--- src/rtl/core/idss_pkg.sv ---
package idss_pkg;

	localparam int DIM_BITS     = 13;
	localparam int MAX_SCALE    = 64;
	localparam int SCALE_W      = 11;
	localparam int PROD_W       = DIM_BITS + SCALE_W;
	localparam int CFG_IDX_W    = 3;
	localparam int OFFSET_SLACK = 4;

	typedef logic [DIM_BITS-1:0]  dim_t;
	typedef logic [SCALE_W-1:0]   scale_t;
	typedef logic [CFG_IDX_W-1:0] cfg_idx_t;

	localparam cfg_idx_t REG_MIN_W = 3'd0;
	localparam cfg_idx_t REG_MAX_W = 3'd1;
	localparam cfg_idx_t REG_MIN_H = 3'd2;
	localparam cfg_idx_t REG_MAX_H = 3'd3;

	typedef enum logic [3:0] {
		ST_IDLE,
		ST_LIMW,
		ST_LIMH,
		ST_TOP,
		ST_DIVW,
		ST_DIVH,
		ST_MULW,
		ST_MULH,
		ST_EVAL,
		ST_SCW,
		ST_SCH,
		ST_DONE
	} state_t;

	typedef struct packed {
		logic start;
		dim_t dividend;
		dim_t divisor;
	} div_req_t;

	typedef struct packed {
		logic done;
		dim_t quotient;
	} div_rsp_t;

endpackage

--- src/rtl/core/idss_if.sv ---
interface idss_in_if import idss_pkg::*; ();
	logic valid;
	logic ready;
	dim_t panel_width;
	dim_t panel_height;

	modport source (output valid, output panel_width, output panel_height, input ready);
	modport sink (input valid, input panel_width, input panel_height, output ready);
endinterface

interface idss_out_if import idss_pkg::*; ();
	logic   valid;
	logic   ready;
	dim_t   content_width;
	dim_t   content_height;
	scale_t scale;
	dim_t   x_offset;
	dim_t   y_offset;
	dim_t   scaled_width;
	dim_t   scaled_height;
	logic   no_fit;

	modport source (output valid, output content_width, output content_height, output scale,
		output x_offset, output y_offset, output scaled_width, output scaled_height,
		output no_fit, input ready);
	modport sink (input valid, input content_width, input content_height, input scale,
		input x_offset, input y_offset, input scaled_width, input scaled_height,
		input no_fit, output ready);
endinterface

interface idss_cfg_if import idss_pkg::*; ();
	logic     valid;
	logic     ready;
	cfg_idx_t index;
	dim_t     data;

	modport source (output valid, output index, output data, input ready);
	modport sink (input valid, input index, input data, output ready);
endinterface

--- src/rtl/core/idss_div.sv ---
module idss_div import idss_pkg::*; (
	input  logic     clk,
	input  logic     arst_n,
	input  div_req_t req,
	output div_rsp_t rsp
);

	localparam int CNT_W = $clog2(DIM_BITS + 1);

	logic             busy_q;
	logic             done_q;
	logic [CNT_W-1:0] cnt_q;
	dim_t             rem_q;
	dim_t             quo_q;
	dim_t             dvs_q;

	logic [DIM_BITS:0] trial_w;
	logic              ge_w;
	logic [DIM_BITS:0] diff_w;

	// one restoring step: shift in the next dividend bit, subtract if it fits
	assign trial_w = {rem_q, quo_q[DIM_BITS-1]};
	assign ge_w    = trial_w >= {1'b0, dvs_q};
	assign diff_w  = trial_w - {1'b0, dvs_q};

	always_ff @(posedge clk or negedge arst_n) begin
		if (!arst_n) begin
			busy_q <= 1'b0;
			done_q <= 1'b0;
			cnt_q  <= '0;
		end else begin
			done_q <= 1'b0;
			if (req.start) begin
				busy_q <= 1'b1;
				cnt_q  <= CNT_W'(DIM_BITS);
			end else if (busy_q) begin
				cnt_q <= cnt_q - CNT_W'(1);
				if (cnt_q == CNT_W'(1)) begin
					busy_q <= 1'b0;
					done_q <= 1'b1;
				end
			end
		end
	end

	always_ff @(posedge clk) begin
		if (req.start) begin
			rem_q <= '0;
			quo_q <= req.dividend;
			dvs_q <= req.divisor;
		end else if (busy_q) begin
			rem_q <= ge_w ? diff_w[DIM_BITS-1:0] : trial_w[DIM_BITS-1:0];
			quo_q <= {quo_q[DIM_BITS-2:0], ge_w};
		end
	end

	assign rsp.done     = done_q;
	assign rsp.quotient = quo_q;

endmodule

--- src/rtl/core/integer_display_scale_selector_top.sv ---
// channel | dir | beat                                   | handshake
// req     | in  | panel_width, panel_height              | valid/ready
// rsp     | out | content size, scale, offsets, scaled   | valid/ready
//         |     | size, no_fit                           |
// cfg     | in  | index, data (register write)           | valid/ready, ready always high
// One beat at a time, with at most 64 trial scales per beat.
// Each trial runs two 13-step divisions on the single serial divider plus two multiplies
// and a compare; the two axis limits take one division each unless that axis minimum is zero.
// Reset clears the registers to their defaults and the kept pick to scale 1, the rest of it zero.
// A finished beat waits in the output register; req is taken again as soon as the
// sequencer is back in idle, and a stalled rsp holds the last step until the register frees.
module integer_display_scale_selector_top import idss_pkg::*; (
	input logic        clk,
	input logic        arst_n,
	idss_in_if.sink    req,
	idss_out_if.source rsp,
	idss_cfg_if.sink   cfg
);

	localparam scale_t MAX_S = SCALE_W'(MAX_SCALE);

	function automatic dim_t clamp_dim(dim_t v, dim_t lo, dim_t hi);
		dim_t r;
		r = v;
		if (r < lo) r = lo;
		if (r > hi) r = hi;
		return r;
	endfunction

	function automatic scale_t sat_scale(dim_t q);
		return (q > DIM_BITS'(MAX_SCALE)) ? MAX_S : q[SCALE_W-1:0];
	endfunction

	state_t state_q, state_d;
	logic   pend_q;
	logic   out_valid_q;

	dim_t   min_w_q, max_w_q, min_h_q, max_h_q;
	dim_t   kept_cw_q, kept_ch_q, kept_x_q, kept_y_q;
	scale_t kept_scale_q;

	dim_t              pw_q, ph_q;
	scale_t            lw_q, lh_q, top_q, s_q;
	dim_t              cw_q, ch_q;
	logic [PROD_W-1:0] usedw_q, usedh_q;
	dim_t              scw_q, sch_q;
	logic              fit_q;

	dim_t   o_cw_q, o_ch_q, o_x_q, o_y_q, o_scw_q, o_sch_q;
	scale_t o_scale_q;
	logic   o_nofit_q;

	div_req_t          div_req;
	div_rsp_t          div_rsp;
	dim_t              mul_a;
	scale_t            mul_b;
	logic [PROD_W-1:0] mul_w;
	logic              ld_out;
	logic              take_in;

	scale_t            top_w;
	logic [PROD_W-1:0] pw_ext, ph_ext, gapw_w, gaph_w;
	logic [DIM_BITS:0] gw1_w, gh1_w;
	dim_t              xo_w, yo_w;
	logic [DIM_BITS:0] cur_sum_w, new_sum_w;
	logic              take_w;
	logic              last_w;

	idss_div u_div (
		.clk    (clk),
		.arst_n (arst_n),
		.req    (div_req),
		.rsp    (div_rsp)
	);

	assign mul_w = PROD_W'(mul_a) * PROD_W'(mul_b);

	assign top_w = (lw_q < lh_q) ? lw_q : lh_q;

	// half the letterbox gap, rounded up; the gap saturates at zero when content overhangs the panel
	assign pw_ext = PROD_W'(pw_q);
	assign ph_ext = PROD_W'(ph_q);
	assign gapw_w = (pw_ext >= usedw_q) ? pw_ext - usedw_q : '0;
	assign gaph_w = (ph_ext >= usedh_q) ? ph_ext - usedh_q : '0;
	assign gw1_w  = {1'b0, gapw_w[DIM_BITS-1:0]} + (DIM_BITS+1)'(1);
	assign gh1_w  = {1'b0, gaph_w[DIM_BITS-1:0]} + (DIM_BITS+1)'(1);
	assign xo_w   = gw1_w[DIM_BITS:1];
	assign yo_w   = gh1_w[DIM_BITS:1];

	assign cur_sum_w = {1'b0, kept_x_q} + {1'b0, kept_y_q};
	assign new_sum_w = {1'b0, xo_w} + {1'b0, yo_w};
	assign take_w    = (s_q == SCALE_W'(1))
		|| ((cur_sum_w > (DIM_BITS+1)'(OFFSET_SLACK)) && (new_sum_w < cur_sum_w));
	assign last_w    = (s_q == top_q);

	assign req.ready = (state_q == ST_IDLE);
	assign take_in   = req.valid && req.ready;
	assign cfg.ready = 1'b1;

	always_comb begin
		state_d          = state_q;
		div_req.start    = 1'b0;
		div_req.dividend = pw_q;
		div_req.divisor  = min_w_q;
		mul_a            = cw_q;
		mul_b            = s_q;
		ld_out           = 1'b0;
		case (state_q)
			ST_IDLE: begin
				if (req.valid) state_d = ST_LIMW;
			end
			ST_LIMW: begin
				if (min_w_q == '0) begin
					state_d = ST_LIMH;
				end else begin
					div_req.start = !pend_q;
					if (div_rsp.done) state_d = ST_LIMH;
				end
			end
			ST_LIMH: begin
				div_req.dividend = ph_q;
				div_req.divisor  = min_h_q;
				if (min_h_q == '0) begin
					state_d = ST_TOP;
				end else begin
					div_req.start = !pend_q;
					if (div_rsp.done) state_d = ST_TOP;
				end
			end
			ST_TOP: begin
				state_d = (top_w == '0) ? ST_SCW : ST_DIVW;
			end
			ST_DIVW: begin
				div_req.divisor = DIM_BITS'(s_q);
				div_req.start   = !pend_q;
				if (div_rsp.done) state_d = ST_DIVH;
			end
			ST_DIVH: begin
				div_req.dividend = ph_q;
				div_req.divisor  = DIM_BITS'(s_q);
				div_req.start    = !pend_q;
				if (div_rsp.done) state_d = ST_MULW;
			end
			ST_MULW: begin
				state_d = ST_MULH;
			end
			ST_MULH: begin
				mul_a   = ch_q;
				state_d = ST_EVAL;
			end
			ST_EVAL: begin
				state_d = last_w ? ST_SCW : ST_DIVW;
			end
			ST_SCW: begin
				mul_a   = kept_cw_q;
				mul_b   = kept_scale_q;
				state_d = ST_SCH;
			end
			ST_SCH: begin
				mul_a   = kept_ch_q;
				mul_b   = kept_scale_q;
				state_d = ST_DONE;
			end
			ST_DONE: begin
				if (!out_valid_q || rsp.ready) begin
					ld_out  = 1'b1;
					state_d = ST_IDLE;
				end
			end
			default: state_d = ST_IDLE;
		endcase
	end

	always_ff @(posedge clk or negedge arst_n) begin
		if (!arst_n) begin
			state_q      <= ST_IDLE;
			pend_q       <= 1'b0;
			out_valid_q  <= 1'b0;
			min_w_q      <= DIM_BITS'(1);
			max_w_q      <= DIM_BITS'(8191);
			min_h_q      <= DIM_BITS'(1);
			max_h_q      <= DIM_BITS'(8191);
			kept_cw_q    <= '0;
			kept_ch_q    <= '0;
			kept_scale_q <= SCALE_W'(1);
			kept_x_q     <= '0;
			kept_y_q     <= '0;
		end else begin
			state_q <= state_d;
			if (div_req.start) pend_q <= 1'b1;
			else if (div_rsp.done) pend_q <= 1'b0;

			if (ld_out) out_valid_q <= 1'b1;
			else if (rsp.ready) out_valid_q <= 1'b0;

			if (cfg.valid) begin
				if (cfg.index == REG_MIN_W) min_w_q <= cfg.data;
				if (cfg.index == REG_MAX_W) max_w_q <= cfg.data;
				if (cfg.index == REG_MIN_H) min_h_q <= cfg.data;
				if (cfg.index == REG_MAX_H) max_h_q <= cfg.data;
			end

			if (state_q == ST_EVAL && take_w) begin
				kept_cw_q    <= cw_q;
				kept_ch_q    <= ch_q;
				kept_scale_q <= s_q;
				kept_x_q     <= xo_w;
				kept_y_q     <= yo_w;
			end
		end
	end

	always_ff @(posedge clk) begin
		if (take_in) begin
			pw_q <= req.panel_width;
			ph_q <= req.panel_height;
		end
		case (state_q)
			ST_LIMW: begin
				if (min_w_q == '0) lw_q <= MAX_S;
				else if (div_rsp.done) lw_q <= sat_scale(div_rsp.quotient);
			end
			ST_LIMH: begin
				if (min_h_q == '0) lh_q <= MAX_S;
				else if (div_rsp.done) lh_q <= sat_scale(div_rsp.quotient);
			end
			ST_TOP: begin
				top_q <= top_w;
				s_q   <= SCALE_W'(1);
				fit_q <= (top_w != '0);
			end
			ST_DIVW: begin
				if (div_rsp.done) cw_q <= clamp_dim(div_rsp.quotient, min_w_q, max_w_q);
			end
			ST_DIVH: begin
				if (div_rsp.done) ch_q <= clamp_dim(div_rsp.quotient, min_h_q, max_h_q);
			end
			ST_MULW: usedw_q <= mul_w;
			ST_MULH: usedh_q <= mul_w;
			ST_EVAL: begin
				if (!last_w) s_q <= s_q + SCALE_W'(1);
			end
			ST_SCW:  scw_q <= mul_w[DIM_BITS-1:0];
			ST_SCH:  sch_q <= mul_w[DIM_BITS-1:0];
			default: ;
		endcase
		if (ld_out) begin
			o_cw_q    <= kept_cw_q;
			o_ch_q    <= kept_ch_q;
			o_scale_q <= kept_scale_q;
			o_x_q     <= kept_x_q;
			o_y_q     <= kept_y_q;
			o_scw_q   <= scw_q;
			o_sch_q   <= sch_q;
			o_nofit_q <= !fit_q;
		end
	end

	assign rsp.valid          = out_valid_q;
	assign rsp.content_width  = o_cw_q;
	assign rsp.content_height = o_ch_q;
	assign rsp.scale          = o_scale_q;
	assign rsp.x_offset       = o_x_q;
	assign rsp.y_offset       = o_y_q;
	assign rsp.scaled_width   = o_scw_q;
	assign rsp.scaled_height  = o_sch_q;
	assign rsp.no_fit         = o_nofit_q;

endmodule

--- src/flat_wrapper.sv ---
// flat-port wrapper written by rule: the top's interface ports become plain ports
module integer_display_scale_selector_top_flat import idss_pkg::*;
  (clk, arst_n, req_valid, req_panel_width, req_panel_height, req_ready, rsp_valid, rsp_content_width, rsp_content_height, rsp_scale, rsp_x_offset, rsp_y_offset, rsp_scaled_width, rsp_scaled_height, rsp_no_fit, rsp_ready, cfg_valid, cfg_index, cfg_data, cfg_ready);
  idss_in_if req_i ();
  idss_out_if rsp_i ();
  idss_cfg_if cfg_i ();
  input logic clk;
  input logic arst_n;
  input wire logic [$bits(req_i.valid)-1:0] req_valid;
  input wire logic [$bits(req_i.panel_width)-1:0] req_panel_width;
  input wire logic [$bits(req_i.panel_height)-1:0] req_panel_height;
  output wire logic [$bits(req_i.ready)-1:0] req_ready;
  output wire logic [$bits(rsp_i.valid)-1:0] rsp_valid;
  output wire logic [$bits(rsp_i.content_width)-1:0] rsp_content_width;
  output wire logic [$bits(rsp_i.content_height)-1:0] rsp_content_height;
  output wire logic [$bits(rsp_i.scale)-1:0] rsp_scale;
  output wire logic [$bits(rsp_i.x_offset)-1:0] rsp_x_offset;
  output wire logic [$bits(rsp_i.y_offset)-1:0] rsp_y_offset;
  output wire logic [$bits(rsp_i.scaled_width)-1:0] rsp_scaled_width;
  output wire logic [$bits(rsp_i.scaled_height)-1:0] rsp_scaled_height;
  output wire logic [$bits(rsp_i.no_fit)-1:0] rsp_no_fit;
  input wire logic [$bits(rsp_i.ready)-1:0] rsp_ready;
  input wire logic [$bits(cfg_i.valid)-1:0] cfg_valid;
  input wire logic [$bits(cfg_i.index)-1:0] cfg_index;
  input wire logic [$bits(cfg_i.data)-1:0] cfg_data;
  output wire logic [$bits(cfg_i.ready)-1:0] cfg_ready;
  assign req_i.valid = req_valid;
  assign req_i.panel_width = req_panel_width;
  assign req_i.panel_height = req_panel_height;
  assign req_ready = req_i.ready;
  assign rsp_valid = rsp_i.valid;
  assign rsp_content_width = rsp_i.content_width;
  assign rsp_content_height = rsp_i.content_height;
  assign rsp_scale = rsp_i.scale;
  assign rsp_x_offset = rsp_i.x_offset;
  assign rsp_y_offset = rsp_i.y_offset;
  assign rsp_scaled_width = rsp_i.scaled_width;
  assign rsp_scaled_height = rsp_i.scaled_height;
  assign rsp_no_fit = rsp_i.no_fit;
  assign rsp_i.ready = rsp_ready;
  assign cfg_i.valid = cfg_valid;
  assign cfg_i.index = cfg_index;
  assign cfg_i.data = cfg_data;
  assign cfg_ready = cfg_i.ready;
  integer_display_scale_selector_top u_core (.clk(clk), .arst_n(arst_n), .req(req_i), .rsp(rsp_i), .cfg(cfg_i));
endmodule
--- config.mk ---
export PLATFORM = sky130hd
export DESIGN_NAME = integer_display_scale_selector_top_flat
export DESIGN_NICKNAME = d
export VERILOG_FILES = /design/src/rtl/core/idss_pkg.sv /design/src/rtl/core/idss_if.sv /design/src/rtl/core/idss_div.sv /design/src/rtl/core/integer_display_scale_selector_top.sv /design/src/flat_wrapper.sv
export SDC_FILE = /design/constraint.sdc
export NUM_CORES = 1
export LEC_CHECK = 0
export BUFFER_PORTS_ARGS = -buffer_cell sky130_fd_sc_hd__buf_2
export CAP_MARGIN = 20
export CORE_MARGIN = 4
export CORE_UTILIZATION = 65
export CTS_CLUSTER_SIZE = 20
export DETAILED_ROUTE_END_ITERATION = 16
export PLACE_DENSITY = 0.86
export SYNTH_ARGS = -nofsm -noshare
export SYNTH_HDL_FRONTEND = slang
export SYNTH_SLANG_ARGS = --single-unit
--- constraint.sdc ---
create_clock -name clk -period 12.04 [get_ports clk]
set_input_delay 1.806 -clock clk [delete_from_list [all_inputs] [get_ports clk]]
set_output_delay 1.806 -clock clk [all_outputs]
set_load 0.1 [all_outputs]
---- After elaboration in Yosys (flattened, before gate mapping) ----
Index checks and enable logic that the tools add are counted.
cells by class
  div/mod/pow operators ................... 0
  reductions and logical operators ........ 33
  shifts and indexed selects .............. 0
  multiply operators ...................... 1
  bitwise logic cells ..................... 0
  $lt $le $gt $ge ......................... 11
  add/subtract/negate cells ............... 9
  equal/unequal tests ..................... 24
  multiplexer cells ....................... 50
operators with widths
  cell                   count
  $mux 13                14
  $mux 11                5
  $ge 13x24->1           2
  $mux 4                 12
  $pmux 4 s12            1
  $pmux 13 s3            1
  $sub 13x13->13         3
  $add 13x1->14 const B  2
  $add 13x13->14         2
  $gt 13x13->1           2
  $logic_not 13->1       2
  $lt 13x13->1           2
  $pmux 13 s2            1
  $mul 13x11->24         1
  $pmux 11 s2            1
  $reduce_and 2->1       9
  $eq 4x3->1 const B     4
  $eq 4x4->1 const B     4
  $ge 14x13->1           1
  $gt 14x3->1 const B    1
  $lt 14x14->1           1
  $mux 1                 14
  $gt 13x7->1 const B    1
  $reduce_bool 2->1      6
  other kinds (22)       36
word-level totals
  output and inout port bits .............. 93
  bits in latches ......................... 0
  memory bits (read-only) ................. 0
  RAM bits ................................ 0
  input bits .............................. 47
  memories kept ........................... 0
  logic and storage cells ................. 167
  bits in registers ....................... 427

---- Logic depth before layout (Yosys ltp) ----
Gate-level depths: netlist of the first run.
  depth after elaboration ................. 8
  gate-level depth with buffers ........... 31
  mapped depth without buffers ............ 29

---- Hierarchy ----
From an unflattened synthesis of the first run, not the netlist that was laid out.
unflattened totals
  cell total of the unflattened synthesis .. 2,446
  area total of the unflattened synthesis .. 27,025.9 um^2
modules (own cells, without submodules)
  module                              area an instance (um^2)  cells an instance  seq. area each (um^2)  times used
  integer_display_scale_selector_top  24,496.0                 2,220              10,901.7               1
  idss_div                            2,529.9                  226                1,191.1                1

---- Least setup slack after synthesis of the first run ----
No wires, ideal clock.
  kind .................................... register to register
  start ................................... register u_core.state_q[1]
  end ..................................... register u_core.usedh_q[22] (data pin)
  arrival time ............................ 7.103 ns
  setup slack ............................. 4.675 ns
  clock period less this slack ............ 7.365 ns
  path buffers ............................ 3
  stages on the path, launching flop included .. 30
  data required time ...................... 11.778 ns
  library setup time ...................... 0.262 ns
  path through ............................ dfrtp_1 clkbuf_1 nand2b_1 nor2_1 clkbuf_1 a22oi_1 nand2_1 o21ai_0 a21oi_1 clkbuf_1 nand2_1 fa_1 inv_1 fa_1 inv_1 fa_1 fa_1 fa_1 inv_1 ha_1 a21oi_1 nor2b_1 o21ai_0 nand2b_1 a21o_1 a21o_1 a2111oi_0 o31ai_1 a21oi_1 xnor2_1
on the way
  cells in the longest elaborated chain, start to end .. 4
  elaborated cells between the ends (all ways) .. 7
  those cells by class .................... 1 x mul; 3 x eq/ne; 2 x mux; 1 x reduce/logical
ends and longest elaborated chain
  item                              RTL line                                   source
  start, declared                   integer_display_scale_selector_top.sv:34   state_t state_q, state_d;
  start signal, assigned            integer_display_scale_selector_top.sv:189  state_q <= state_d;
  $eq 4x4->1                        integer_display_scale_selector_top.sv:108  case (state_q)
  $reduce_or 2->1 (no source line)  --
  $mux 11                           integer_display_scale_selector_top.sv:108
  $mul 13x11->24 (*)                integer_display_scale_selector_top.sv:76   assign mul_w = PROD_W'(mul_a) * PROD_W'(mul_b);
  via u_core.mul_w[22]              integer_display_scale_selector_top.sv:57   logic [PROD_W-1:0] mul_w;
  end signal, assigned              integer_display_scale_selector_top.sv:239  ST_MULH: usedh_q <= mul_w;
  end, declared                     integer_display_scale_selector_top.sv:45   logic [PROD_W-1:0] usedw_q, usedh_q;
Mark *: on every way through the listed nets, which the timed path passes. The rest lies on a longest branch.
A chain may end at the register's enable or synchronous reset.

---- Final worst setup path of the first run ----
  start ................................... register u_core.state_q[2]
  end ..................................... register u_core.usedh_q[22] (data pin)
The elaborated chain is that of the path after synthesis.

==> results of run 1 <==
[per-layer routing]
layer,track usage (%),routed length [microns]
met2,53.1,33800
met5,0,0
met3,5.29,5550
met4,13.5,3390
met1,39.2,26300
[cell usage in the layout, fill, tap and decap left out, types with 17 or more instances in the layout]
master,Yosys,routed
edfxtp_1,287,287
inv_1,269,269
nand2_1,208,208
ha_1,206,206
nor2_1,157,153
buf_2,8,137
mux2_2,125,125
fa_1,103,103
a21oi_1,101,99
dfrtp_1,98,98
o21ai_0,96,95
xnor2_1,61,61
xor2_1,49,49
a21o_1,47,47
mux2i_1,44,44
clkbuf_16,0,44
and2_1,42,42
nor3_1,37,34
buf_4,3,32
nand2b_1,31,31
nand3_1,29,29
dfstp_2,29,29
nor2b_1,27,27
nand4_1,24,24
a211oi_1,22,22
nor4_1,19,19
o21a_1,17,17
[critical path, stage by stage, from the launching register on]
cell,delay [ps]
dfrtp_1,620
nor2b_1,230
nand3_1,720
inv_1,1100
nor2_1,150
nand2_1,130
nand4_1,280
nand2_1,190
fa_1,440
fa_1,550
fa_1,480
fa_1,500
fa_1,540
inv_1,50
ha_1,350
a21oi_1,260
nor2b_1,80
o21ai_0,150
nand2b_1,100
a21o_1,190
a21o_1,190
a2111oi_0,560
o31ai_1,140
a21oi_1,190
xnor2_1,100
[kinds of logic (layout without fill, tap and decap cells)]
kind of cell / count (synthesis) / count (layout) / share of synthesized area (%)
other cells: 2 / 10 / 0.0281
fa+ha+maj: 309 / 309 / 17.4
xor+xnor: 111 / 111 / 3.67
simple gates: 634 / 634 / 11.4
buf+inv: 346 / 522 / 4.94
compound gates: 404 / 404 / 10.0
mux: 178 / 178 / 7.29
flops: 427 / 427 / 45.3
[through the flow]
| stage | worst slack, ps | std cells | utilization (%) |
|---|---|---|---|
| CTS | 3520 | 3122 | 72.6 |
| finish | 3450 | 3127 | 72.7 |
| global route | 2790 | 3126 | 72.7 |
| detailed placement | 3560 | 3042 | 69.1 |
| floorplan | 4670 | 2418 | - |
| global placement | 3860 | 3040 | 69.0 |
[path summary, 6_finish.rpt]
path | endpoint | slack, ps
worst min-delay path | u_core.rsp.scaled_width[3]$_DFFE_PP_ | 420
min in group asynchronous | u_core.kept_ch_q[0]$_DFFE_PN0P_ | 1270
worst min register to register | u_core.rsp.scaled_width[3]$_DFFE_PP_ | 420
worst max register to register | u_core.usedh_q[22]$_DFFE_PN_ | 3450
max in group asynchronous | u_core.kept_y_q[1]$_DFFE_PN0P_ | 9230
worst max-delay path | u_core.usedh_q[22]$_DFFE_PN_ | 3450
[layout make-up]
type / instances / area [sq um] / area share [%]
multi-input cells: 1645 / 13400 / 45.4
clock buffers: 56 / 1190 / 4.00
diodes: 1 / 2.50 / 0.00845
clock inverters: 24 / 253 / 0.853
repair buffers: 173 / 971 / 3.28
flip-flops and latches: 427 / 12100 / 40.8
inverters: 269 / 1010 / 3.41
well taps: 532 / 666 / 2.25
[cells in the mapped netlist (all sizes together) (9+ instances only)]
cell | instances | area [sq um]
clkbuf | 62 | 233
fa | 103 | 2060
o31ai | 9 | 81.3
and2 | 42 | 263
and3 | 12 | 75.1
xor2 | 50 | 445
a21oi | 102 | 514
nor4 | 20 | 131
nand2b | 31 | 194
nand3 | 29 | 145
ha | 206 | 2580
dfrtp | 98 | 2450
or2 | 9 | 58.8
o211ai | 9 | 67.6
o21ai | 106 | 531
a21o | 47 | 353
nor2b | 27 | 169
mux2 | 134 | 1510
a22oi | 13 | 97.6
o21a | 17 | 128
a211oi | 24 | 198
nor2 | 157 | 589
nor3 | 38 | 195
xnor2 | 61 | 534
mux2i | 44 | 440
buf | 15 | 77.6
nand4 | 24 | 150
a221o | 11 | 110
edfxtp | 287 | 8620
nand2 | 208 | 781
inv | 269 | 1010
dfstp | 29 | 762
dfxtp | 13 | 260
==> impl_metrics.tcl, run 1 <==
set metrics [dict create \
    dr.pass1.iters 6 \
    slew_viol_final 0 \
    status "complete, no violations" \
    cts_resized 0 \
    critPathKind "flop to flop" \
    setup.worst_path.start_class "flop" \
    core_sq_um 40700 \
    area_delta_synth_final_pct 10.8 \
    wl_per_cell_microns 22.1 \
    clkLatencyLatePin_ps 600 \
    fin_crit_sh_pct 71.4 \
    drv_cap 0 \
    port_buffers 138 \
    grt_pass1_wl_microns 108000 \
    synthesis.area_sq_um 26700 \
    crit_arrival_ps 8910 \
    finalInstanceArea_sq_um 29600 \
    start_util_pct 65.6 \
    grt_max_degree 73 \
    hold_violations 0 \
    dpl.hpwl_microns 51100 \
    die_h_microns 211 \
    ant_nets 0 \
    ys_seq_area_share_pct 45.3 \
    antenna_found_initial 1 \
    post-route-drc-count 0 \
    vias 19400 \
    cts_setup_buffers 0 \
    io_pins 140 \
    worst_slew_pin_slew_ps 1060 \
    reg_top3 "u_core.usedh_q: 24 flops, u_core.usedw_q: 24 flops" \
    fillers 2715 \
    rr_startpoint "u_core.state_q[2]$_DFFE_PN0P_" \
    h-tree-depth 2 \
    clk_path_buf_depth 3 \
    max_slew_margin_pct 29.2 \
    wirelength_microns 69100 \
    synth_area_per_cell_sq_um 11.1 \
    final_nets 2916 \
    max_freq_mhz 116 \
    worst-r2r-cell-count 24 \
    rsz0062_at_grt "false" \
    grt_overflow_total 0 \
    required_ps 12360 \
    cts_hold_buf 0 \
    crit_path_start "u_core.state_q[2]$_DFFE_PN0P_" \
    cts.reportedPaths.clkPinSlew_ps 60 \
    grt_usage_pct 31.0 \
    clock-sinks 427 \
    syn_inst 2411 \
    die-area_sq_um 44400 \
    fp.dieW_microns 211 \
    hp-class "flop to flop" \
    ys_types 88 \
    worst_hold_slack_ps 418 \
    grt_pass1_vias 19800 \
    async_flop_share_pct 29.7 \
    tritoncts "built" \
    yosys_warnings 0 \
    clock_skew_ps 23.8 \
    globalplace.congestion 0.977 \
    end_kind "flop" \
    setup_viol 0 \
    dr.first_iter.drc_count 2009 \
    min_delay_path_depth 0 \
    worstPathMaxFanout 29 \
    ys_seq_elements 427 \
    num_rows 74 \
    cts_buffers 44 \
    yosys_most_used_dff "edfxtp_1" \
    min-delay-start "u_core.scw_q[3]$_DFFE_PN_" \
    synth-edff-count 287 \
    placed_cell_area_sq_um 28100 \
    vias_per_cell 6.22 \
    finalSetupTns_ps 0 \
    drive_gt1_share_pct 16.6 \
    cts-root-buf "clkbuf_16" \
    period_needed_ps 8590 \
]
Power of run 1 is not shown: default switching activity piles up to over one toggle a cycle in this logic, so the estimate is an artifact.
==> inputs of run 2 (changes only) <==
--- a/config.mk
+++ b/config.mk
@@ -8,10 +8,10 @@
 export BUFFER_PORTS_ARGS = -buffer_cell sky130_fd_sc_hd__buf_2
 export CAP_MARGIN = 20
 export CORE_MARGIN = 4
-export CORE_UTILIZATION = 65
+export CORE_UTILIZATION = 57
 export CTS_CLUSTER_SIZE = 20
 export DETAILED_ROUTE_END_ITERATION = 16
-export PLACE_DENSITY = 0.86
+export PLACE_DENSITY = 0.8
 export SYNTH_ARGS = -nofsm -noshare
 export SYNTH_HDL_FRONTEND = slang
 export SYNTH_SLANG_ARGS = --single-unit
==> constraint.sdc (replaced) <==
create_clock -name clk -period 7 [get_ports clk]
set_input_delay 1.05 -clock clk [delete_from_list [all_inputs] [get_ports clk]]
set_output_delay 1.05 -clock clk [all_outputs]
set_load 0.1 [all_outputs]
==> run 2 against run 1 <==
Sequential share of layout area shrank 1.2 points. Design area grew 3.0%. Critical path depth grew 4. Critical endpoint unchanged. Via count shrank 0.79%. Fmax grew 28%. Global-route usage shrank 3.5 points.
==> impl_metrics.tcl, run 2 (same netlist as run 1, synthesis figures left out) <==
set metrics [dict create \
    status "complete, no violations" \
    hold_violations 0 \
    cp_common_cell "fa_1" \
    crit_arrival_ps 7030 \
    worst-r2r-cell-count 28 \
    crit_end "u_core.usedh_q[22]$_DFFE_PN_" \
    final_common_cell "edfxtp_1" \
    antenna_cells 0 \
    post-place-ws_ps 9.85 \
    postLayoutCoreUtil_pct 65.7 \
    core_sq_um 46500 \
    required_ps 7330 \
    vias_per_cell 5.90 \
    grt_usage_pct 27.5 \
    hp-class "primary input to asynchronous set/reset pin" \
    io_pins 140 \
    dpl.hpwl_microns 53600 \
    final_nets 2983 \
    end_kind "flop" \
    critPathKind "flop to flop" \
    clock_skew_ps 23.4 \
    start_util_pct 57.5 \
    h-tree-depth 2 \
    final_cell_mix "287 x edfxtp_1, 269 x inv_1, 208 x nand2_1" \
    setup_ws_ps 305 \
    setup_viol 0 \
    max_freq_mhz 149 \
    worstReg2RegEnd "u_core.usedh_q[22]$_DFFE_PN_" \
    post-route-drc-count 0 \
    reg_top3 "u_core.usedh_q: 24 flops, u_core.usedw_q: 24 flops" \
    port_buffers 138 \
    wl_per_cell_microns 21.6 \
    worst_hold_slack_ps 263 \
    antenna_found_initial 1 \
    die-area_sq_um 50400 \
    cts.reportedPaths.clkPinSlew_ps 60 \
    clkLatencyLatePin_ps 600 \
    num_rows 79 \
    tritoncts "built" \
    fp.dieW_microns 225 \
    die_h_microns 225 \
    drv_cap 0 \
    clock-sinks 427 \
    dr.first_iter.drc_count 1376 \
    max_slew_margin_pct 25.0 \
    fillers 3477 \
    slowest_stage "fa_1" \
    grt_max_degree 80 \
    ant_nets 0 \
    fin_crit_sh_pct 95.6 \
    grt_pass1_vias 19300 \
    slew_viol_final 0 \
    r2r_setup_slack_ps 310 \
    finalInstanceArea_sq_um 30500 \
    globalplace.congestion 0.956 \
    setup.worst_path.start_class "flop" \
    cts_buffers 45 \
    cpPeakStageDelay_ps 550 \
    cts-root-buf "clkbuf_16" \
    placed_cell_area_sq_um 28600 \
    wirelength_microns 70600 \
    worstPathMaxFanout 8 \
    area_delta_synth_final_pct 14.1 \
    worst_slew_pin_slew_ps 1130 \
    grt_overflow_total 0 \
    grt_pass1_wl_microns 108000 \
    drive_gt1_share_pct 19.6 \
    vias 19300 \
    period_needed_ps 6690 \
    dr.pass1.iters 5 \
    crit_path_start "u_core.state_q[1]$_DFFE_PN0P_" \
    rr_startpoint "u_core.state_q[1]$_DFFE_PN0P_" \
    clk_path_buf_depth 3 \
]
run 2: routing by layer:
layer	share of wire (%)	track usage, %	routed length (microns)
met1	41	35.6	28800
met2	49	47.4	34700
met3	6.1	4.36	4340
met4	4.0	9.68	2830
met5	0.018	0	13
run 2: timing repair:
action / CTS / global route
setup endpoints to repair: 2 / 69
gates cloned: 0 / 4
gates resized for setup: 0 / 46
hold buffers: 0 / 0
endpoints found under the hold margin: 0 / 0
buffers inserted: 1 / 17
pin swaps: 1 / 8
run 2: cell type report:
class	instances	area [sq um]	area share [%]
flip-flops and latches	427	12100	39.6
repair buffers	239	1600	5.26
inverters	269	1010	3.31
clock inverters	26	274	0.898
clock buffers	57	1220	4.01
well taps	607	759	2.49
multi-input cells	1645	13500	44.4
run 2: how the worst min path moves through the flow:
stage,endpoint,slack (ps),cells after the start
6_report,u_core.kept_ch_q[1]$_DFFE_PN0P_,260,1
5_1_grt,u_core.kept_cw_q[0]$_DFFE_PN0P_,260,1
4_1_cts,u_core.rsp.scaled_width[2]$_DFFE_PP_,420,0
3_5_place_dp,u_core.rsp.scaled_width[2]$_DFFE_PP_,400,0
3_3_place_gp,u_core.rsp.scaled_height[2]$_DFFE_PP_,400,0
2_1_floorplan,u_core.rsp.scaled_height[0]$_DFFE_PP_,400,0
run 2: through the flow:
stage | setup TNS (ps) | cells
floorplan | 0 | 2418
global placement | 0 | 3159
detailed placement | 0 | 3160
CTS | 0 | 3244
global route | -140 | 3270
finish | 0 | 3270
run 2: worst max-delay path: cells and delay by family (launching register included):
family / cells / cell delay, ps
buffers and inverters: 6 / 750
DFF: 1 / 440
adders and majority gates: 6 / 2820
AOI/OAI and AO/OA: 10 / 1720
xor gates and xnor gates: 1 / 110
and+or+nand+nor: 5 / 580
Power of run 2 is left out for the same reason.
